### src/rtl/irc_tok_pkg.sv
// Shared types and character constants for the IRC line tokenizer.
package irc_tok_pkg;

   localparam logic [7:0] CHAR_COLON = 8'h3A;
   localparam logic [7:0] CHAR_SPACE = 8'h20;
   localparam logic [7:0] CHAR_CR    = 8'h0D;
   localparam logic [7:0] CHAR_LF    = 8'h0A;

   typedef enum logic [2:0] {
      PH_START  = 3'd0,
      PH_PREFIX = 3'd1,
      PH_CMD    = 3'd2,
      PH_SEEK   = 3'd3,
      PH_MIDDLE = 3'd4,
      PH_TRAIL  = 3'd5,
      PH_DROP   = 3'd6
   } phase_type;

   typedef enum logic [2:0] {
      KIND_NONE   = 3'd0,
      KIND_PREFIX = 3'd1,
      KIND_CMD    = 3'd2,
      KIND_MIDDLE = 3'd3,
      KIND_TRAIL  = 3'd4
   } kind_type;

   typedef struct packed {
      phase_type   phase;
      logic [3:0]  param_cnt;
      logic        trail_flag;
      logic        after_delim;
      logic [9:0]  byte_cnt;
   } state_type;

   typedef struct packed {
      logic [7:0]  echo_byte;
      kind_type    field_kind;
      logic [3:0]  param_index;
      logic        field_start;
      logic        line_end;
      logic [3:0]  param_count;
      logic        trailing_seen;
      logic [9:0]  line_length;
   } result_type;

   localparam state_type STATE_LINE_START = '{PH_START, 4'd0, 1'b0, 1'b0, 10'd0};

endpackage

### src/rtl/irc_tok_step.sv
// Per-byte parse step: next tokenizer state and the labelled result beat.
module irc_tok_step
   import irc_tok_pkg::*;
#(
   parameter int PARAM_LIMIT  = 15,
   parameter int LENGTH_LIMIT = 512
) (
   input  logic [7:0] data_byte,
   input  state_type  cur,
   output state_type  nxt,
   output result_type res
);

   logic sp;
   logic cr;

   always_comb begin
      sp  = (data_byte == CHAR_SPACE);
      cr  = (data_byte == CHAR_CR);
      nxt = cur;
      res = '0;
      res.echo_byte  = data_byte;
      res.field_kind = KIND_NONE;

      if (data_byte == CHAR_LF) begin
         // Report the line summary and return to line start
         res.line_end      = 1'b1;
         res.param_count   = cur.param_cnt;
         res.trailing_seen = cur.trail_flag;
         res.line_length   = cur.byte_cnt;
         nxt               = STATE_LINE_START;
      end else begin
         if (cur.byte_cnt < 10'(LENGTH_LIMIT)) begin
            nxt.byte_cnt = cur.byte_cnt + 10'd1;
         end
         case (cur.phase)
            PH_START: begin
               if (data_byte == CHAR_COLON) begin
                  nxt.phase       = PH_PREFIX;
                  nxt.after_delim = 1'b1;
               end else if (sp || cr) begin
                  nxt.phase       = PH_CMD;
                  nxt.after_delim = 1'b1;
               end else begin
                  nxt.phase       = PH_CMD;
                  nxt.after_delim = 1'b0;
                  res.field_kind  = KIND_CMD;
                  res.field_start = 1'b1;
               end
            end
            PH_PREFIX: begin
               // Only a space ends the prefix
               if (sp) begin
                  if (!cur.after_delim) begin
                     nxt.phase = PH_CMD;
                  end
                  nxt.after_delim = 1'b1;
               end else begin
                  res.field_kind  = KIND_PREFIX;
                  res.field_start = cur.after_delim;
                  nxt.after_delim = 1'b0;
               end
            end
            PH_CMD: begin
               if (sp || cr) begin
                  if (!cur.after_delim) begin
                     nxt.phase       = PH_SEEK;
                     nxt.after_delim = 1'b1;
                  end
               end else begin
                  res.field_kind  = KIND_CMD;
                  res.field_start = cur.after_delim;
                  nxt.after_delim = 1'b0;
               end
            end
            PH_SEEK: begin
               if (cur.param_cnt >= 4'(PARAM_LIMIT)) begin
                  nxt.phase       = PH_DROP;
                  nxt.after_delim = 1'b0;
               end else if (data_byte == CHAR_COLON && cur.after_delim) begin
                  nxt.param_cnt   = cur.param_cnt + 4'd1;
                  nxt.trail_flag  = 1'b1;
                  nxt.phase       = PH_TRAIL;
                  nxt.after_delim = 1'b1;
               end else if (sp || cr) begin
                  nxt.after_delim = 1'b0;
               end else begin
                  res.param_index = cur.param_cnt;
                  nxt.param_cnt   = cur.param_cnt + 4'd1;
                  nxt.phase       = PH_MIDDLE;
                  nxt.after_delim = 1'b0;
                  res.field_kind  = KIND_MIDDLE;
                  res.field_start = 1'b1;
               end
            end
            PH_MIDDLE: begin
               if (sp || cr) begin
                  nxt.phase       = PH_SEEK;
                  nxt.after_delim = 1'b1;
               end else begin
                  res.field_kind  = KIND_MIDDLE;
                  res.param_index = cur.param_cnt - 4'd1;
               end
            end
            PH_TRAIL: begin
               if (cr) begin
                  nxt.phase       = PH_SEEK;
                  nxt.after_delim = 1'b1;
               end else begin
                  res.field_kind  = KIND_TRAIL;
                  res.param_index = cur.param_cnt - 4'd1;
                  res.field_start = cur.after_delim;
                  nxt.after_delim = 1'b0;
               end
            end
            default: begin
               // Drop everything up to the newline
               nxt.phase = PH_DROP;
            end
         endcase
      end
   end

endmodule

### src/rtl/irc_line_tokenizer_core.sv
// Top level of the IRC line tokenizer: input register, parse step, result register.
// A byte accepted passes through the input register and then the result register before it appears on the rsp_ channel.
// Throughput: one byte per cycle, sustained while rsp_stall stays low.
// The parse state advances as the input register hands its beat to the result register.
// Reset is synchronous and active high; it returns the parser to line start and
// empties both registers. No clearing pass is needed.
module irc_line_tokenizer_core
   import irc_tok_pkg::*;
#(
   parameter int PARAM_LIMIT  = 15,
   parameter int LENGTH_LIMIT = 512
) (
   input  logic       clock,
   input  logic       reset,
   input  logic       req_valid,
   output logic       req_stall,
   input  logic [7:0] req_data_byte,
   output logic       rsp_valid,
   input  logic       rsp_stall,
   output logic [7:0] rsp_echo_byte,
   output logic [2:0] rsp_field_kind,
   output logic [3:0] rsp_param_index,
   output logic       rsp_field_start,
   output logic       rsp_line_end,
   output logic [3:0] rsp_param_count,
   output logic       rsp_trailing_seen,
   output logic [9:0] rsp_line_length
);

   // Input register: holds one accepted beat until the result register can take it
   logic       in_valid_ff;
   logic       in_valid_in;
   logic [7:0] in_byte_ff;

   // Parser state, advanced once per byte that moves into the result register
   state_type  state_ff;
   state_type  state_in;

   // Result register
   logic       out_valid_ff;
   logic       out_valid_in;
   result_type out_ff;
   result_type step_res;

   logic       req_take;
   logic       advance;
   logic       rsp_take;

   // The result register is free if empty or being drained this cycle
   assign rsp_take  = out_valid_ff && !rsp_stall;
   assign advance   = in_valid_ff && (!out_valid_ff || !rsp_stall);
   // Stall the requester only while a held beat cannot move on
   assign req_stall = in_valid_ff && !advance;
   assign req_take  = req_valid && !req_stall;

   irc_tok_step #(
      .PARAM_LIMIT  (PARAM_LIMIT),
      .LENGTH_LIMIT (LENGTH_LIMIT)
   ) u_step (
      .data_byte (in_byte_ff),
      .cur       (state_ff),
      .nxt       (state_in),
      .res       (step_res)
   );

   always_comb begin
      in_valid_in = in_valid_ff;
      if (req_take) begin
         in_valid_in = 1'b1;
      end else if (advance) begin
         in_valid_in = 1'b0;
      end

      out_valid_in = out_valid_ff;
      if (advance) begin
         out_valid_in = 1'b1;
      end else if (rsp_take) begin
         out_valid_in = 1'b0;
      end
   end

   always_ff @(posedge clock) begin
      if (reset) begin
         in_valid_ff  <= 1'b0;
         out_valid_ff <= 1'b0;
         state_ff     <= STATE_LINE_START;
      end else begin
         in_valid_ff  <= in_valid_in;
         out_valid_ff <= out_valid_in;
         // Advance the parser only when its beat is committed to the result register
         if (advance) begin
            state_ff <= state_in;
         end
      end
   end

   // Payload registers: no reset, load only on their handshake
   always_ff @(posedge clock) begin
      if (req_take) begin
         in_byte_ff <= req_data_byte;
      end
      if (advance) begin
         out_ff <= step_res;
      end
   end

   assign rsp_valid         = out_valid_ff;
   assign rsp_echo_byte     = out_ff.echo_byte;
   assign rsp_field_kind    = out_ff.field_kind;
   assign rsp_param_index   = out_ff.param_index;
   assign rsp_field_start   = out_ff.field_start;
   assign rsp_line_end      = out_ff.line_end;
   assign rsp_param_count   = out_ff.param_count;
   assign rsp_trailing_seen = out_ff.trailing_seen;
   assign rsp_line_length   = out_ff.line_length;

`ifndef SYNTHESIS
   // A newline beat must leave the parser at line start
   assert property (@(posedge clock) disable iff (reset)
      advance && step_res.line_end |=> state_ff == STATE_LINE_START)
      else $error("parser not back at line start after newline");

   // The byte count saturates at the length limit
   assert property (@(posedge clock) disable iff (reset)
      state_ff.byte_cnt <= 10'(LENGTH_LIMIT))
      else $error("byte count beyond length limit");

   // The parameter count never passes the parameter limit
   assert property (@(posedge clock) disable iff (reset)
      state_ff.param_cnt <= 4'(PARAM_LIMIT))
      else $error("parameter count beyond limit");

   // Parser state holds while no beat moves into the result register
   assert property (@(posedge clock) disable iff (reset)
      !advance |=> $stable(state_ff))
      else $error("parser state changed without a beat");

   // A stalled request side always has a beat waiting in the input register
   assert property (@(posedge clock) disable iff (reset)
      req_stall |-> in_valid_ff && out_valid_ff && rsp_stall)
      else $error("request stalled without a blocked beat");
`endif

endmodule

### config.mk
export PLATFORM = sky130hd
export DESIGN_NAME = irc_line_tokenizer_core
export DESIGN_NICKNAME = d
export VERILOG_FILES = /design/src/rtl/irc_tok_pkg.sv /design/src/rtl/irc_tok_step.sv /design/src/rtl/irc_line_tokenizer_core.sv
export SDC_FILE = /design/constraint.sdc
export NUM_CORES = 1
export LEC_CHECK = 0
export ABC_AREA = 1
export BUFFER_PORTS_ARGS = -buffer_cell sky130_fd_sc_hd__buf_2
export CORE_MARGIN = 4
export CORE_UTILIZATION = 58
export CTS_BUF_LIST = sky130_fd_sc_hd__clkbuf_8
export DETAILED_ROUTE_END_ITERATION = 7
export PLACE_DENSITY = 0.82
export SYNTH_ARGS = -nofsm -noshare
export SYNTH_HDL_FRONTEND = slang
export SYNTH_SLANG_ARGS = --single-unit
### constraint.sdc
create_clock -name clock -period 1.9 [get_ports clock]
set_clock_uncertainty 0.05 [all_clocks]
set_input_delay 0.19 -clock clock [delete_from_list [all_inputs] [get_ports clock]]
set_output_delay 0.19 -clock clock [all_outputs]
set_load 0.01 [all_outputs]
==> key figures <==
STA
  • Slew Viols, Final: 0
  • Final setup vio count: 0
  • Rel. slew slack: between 60% and 70%
  • Final hold violations: 0
  • Min Tclk post-route: between 1.5 and 2 ns
  • Max Fclk: approximately 0.56 GHz
  • Final worst-path cycle share: between 90% and 100%
  • Tightest hold margin: between 0.07 and 0.08 ns
  • Worst-Margin Slew: 0.459 ns

Drt
  • DR WL met3: 373 um
  • Vias: roughly 2,300
  • Routed Antenna Nets: 0
  • Drt drc: 0
  • Vias per cell: around 5
  • Met1 wire length: roughly 2.4 mm
  • WL/cell: approximately 12 um
  • Pre-Repair DR Iteration Count: 5
  • Top metal layer carrying routed signals: met4
  • Initial DRC Count: between 100 and 150
  • Final WL: between 5 and 6 mm
  • Met2 wire length: between 2 and 3 mm

GRT
  • First-pass GRT wire length: a little under 10 mm
  • GRT overflow: 0
  • GRT Total Usage: roughly 21%
  • Largest net degree at the start of global routing: 13
  • Initial antenna violation count: 0
  • Vias in the first global route: around 2,200

Yosys
  • Synth area leader: edfxtp_1
  • Mapped Area: between 2000 and 3000 sq um
  • #FFs+latches synth: approximately 60
  • Syn Area/Cell: between 9 and 10 sq um
  • Library cells used by synthesis: 29
  • Yosys warns: 0
  • Area contributors post-synth: edfxtp_1, dfxtp_1, nand2_1
  • Post-Synthesis Cells: 311
  • Top cell type's share of synthesized area: a little over two fifths
  • Register area share after synthesis: a little under three fifths
  • Syn Nets: 326

Placed design
  • Placed cells: approximately 430
  • Placer Congestion: slightly below 0.9
  • Port Buffer Count: between 40 and 50
  • Hpwl dp: a little over 4 mm

Final layout
  • Share of cells above drive strength 1: between 20% and 30%
  • Final Core Density: about 73%
  • P&R area growth vs syn: 21.7%
  • Commonest non-fill, non-tap cell in the layout: nand2_1
  • Antenna fix cells: 0
  • Most frequent cells in the layout: nand2_1, nor2_1, buf_2, inv_1, edfxtp_1
  • Fin cells: 453
  • Nets: between 300 and 400

Clock network
  • Clk_lat worst skew: 0.34 ns
  • CTS clock-pin slew for the worst setup and hold paths: ~0.06 ns
  • CTS tree: built
  • CTS sink cnt: 61
  • H-tree lvl count: 3
  • Clock Tree Buf Depth: 2
  • Clock root cell: clkbuf_8
  • Number of buffers created by CTS: 9

Power and ir drop
  • P_int: ~2200 uW
  • Flop pwr share: approximately 53%
  • Switching share of power: between 20% and 30%
  • Static Leak: ~0.0014 uW
  • Combinational power share: between 10% and 20%
  • Total power: 2850 uW
  • Psw: ~680 uW
  • Worst ir drop on vdd: 568 uV
  • Clk pwr share: 37.0%
  • P per Cell Area: 825 nW/um^2

Critical path
  • CP Capture Type: flip-flop
  • Worst-path fanout max: 7
  • Worst Path Required: between 2 and 2.5 ns
  • CP startpoint kind: flip-flop
  • Worst EP arrival: a little under 2 ns
  • WS Path Type: flip-flop to flip-flop

Floorplanning
  • Die area: 6090 sq um
  • Die height: a little under 80 um
  • Rows: 25
  • Ports: 46
  • Chip width: 78.0 um
  • Initial Util: roughly three fifths
  • Core Region: between 4000 and 5000 sq um

Min path
  • Hold Crit Class: input port to flip-flop

Run status
  • Status: complete, no violations

Job
  • Total of max-cap violations: 0
-- stage by stage --
stage               worst slack, ns  area, sq um  setup TNS [ns]
CTS                           0.147         3430               0
global placement              0.194         3170               0
finish                        0.125         3460               0
global route                -0.0114         3460         -0.0114
floorplan                     0.169         2840               0
detailed placement            0.143         3170               0
-- cells in the mapped netlist, drive strengths merged --
library cell / instances
ha: 3
a21oi: 28
nand3: 16
nand3b: 1
nor2: 57
inv: 49
nand4: 3
edfxtp: 40
o21ai: 16
nor4: 1
dfxtp: 21
nand2: 61
xor2: 1
o21a: 1
nor3: 9
buf: 3
a22oi: 1
-- cell type report --
| type | instances | area, sq um |
|---|---|---|
| clock buffers | 9 | 124 |
| multi-input cells | 198 | 1010 |
| repair buffers | 62 | 373 |
| clock inverters | 7 | 58.8 |
| inverters | 49 | 184 |
| flip-flops and latches | 61 | 1620 |
| well taps | 67 | 83.8 |
| fillers | 345 | 1260 |
-- logic make-up after synthesis --
family / share of synthesized area, %
DFF: 57.0
AOI/OAI and AO/OA: 9.20
xor gates and xnor gates: 0.308
and+or+nand+nor: 24.8
buffers and inverters: 7.35
adders and majority gates: 1.32
-- worst paths after layout --
path / cells after the start / slack [ns] / endpoint / startpoint
worst max-delay path: 9 / 0.13 / state_ff[14]$_SDFFE_PP0P_ / in_byte_ff[0]$_DFFE_PP_
worst max register to register: 9 / 0.13 / state_ff[14]$_SDFFE_PP0P_ / in_byte_ff[0]$_DFFE_PP_
worst min-delay path: 3 / 0.08 / in_valid_ff$_SDFFE_PP0P_ / req_valid
worst min register to register: 1 / 0.42 / state_ff[11]$_SDFFE_PP0P_ / state_ff[11]$_SDFFE_PP0P_
-- sequential cells by signal, summed over array words and instances (netlist names) --
name               count
rsp_echo_byte          8
in_valid_ff            1
rsp_field_start        1
rsp_field_kind         3
state_ff              19
rsp_param_index        4
in_byte_ff             8
rsp_line_end           1
rsp_valid              1
rsp_trailing_seen      1
rsp_line_length       10
rsp_param_count        4
-- routing by layer --
layer / vias up / GRT usage [%]
met3: 9 / 7.68
met4: 0 / 7.17
li1: 1159 / -
met5: - / 0
met1: 1019 / 25.6
met2: 80 / 33.6
-- critical path, cell delays in order (launching register included) --
cell and delay, ns:
edfxtp_1 0.43, nor2_1 0.17, nand2_2 0.09, nor2_4 0.24
buf_4 0.16, o21ai_2 0.08, nor2_4 0.15, inv_1 0.09
o21ai_1 0.14, a21oi_1 0.05
-- power by group through the flow --
stage	registers [uW]	clock network, uW	logic, uW
floorplan	1550	0	169
global placement	1530	0	271
detailed placement	1530	0	277
CTS	1510	1080	290
global route	1510	1170	329
finish	1510	1060	292
-- timing repair --
action                     4_1_cts  5_1_grt
hold endpoints to repair         8        0
gates resized for setup          0        1
setup endpoints to repair        0        3
buffers inserted                 0        3
hold buffers                     8        0
Note: power is estimated with default switching activity, not from simulation.
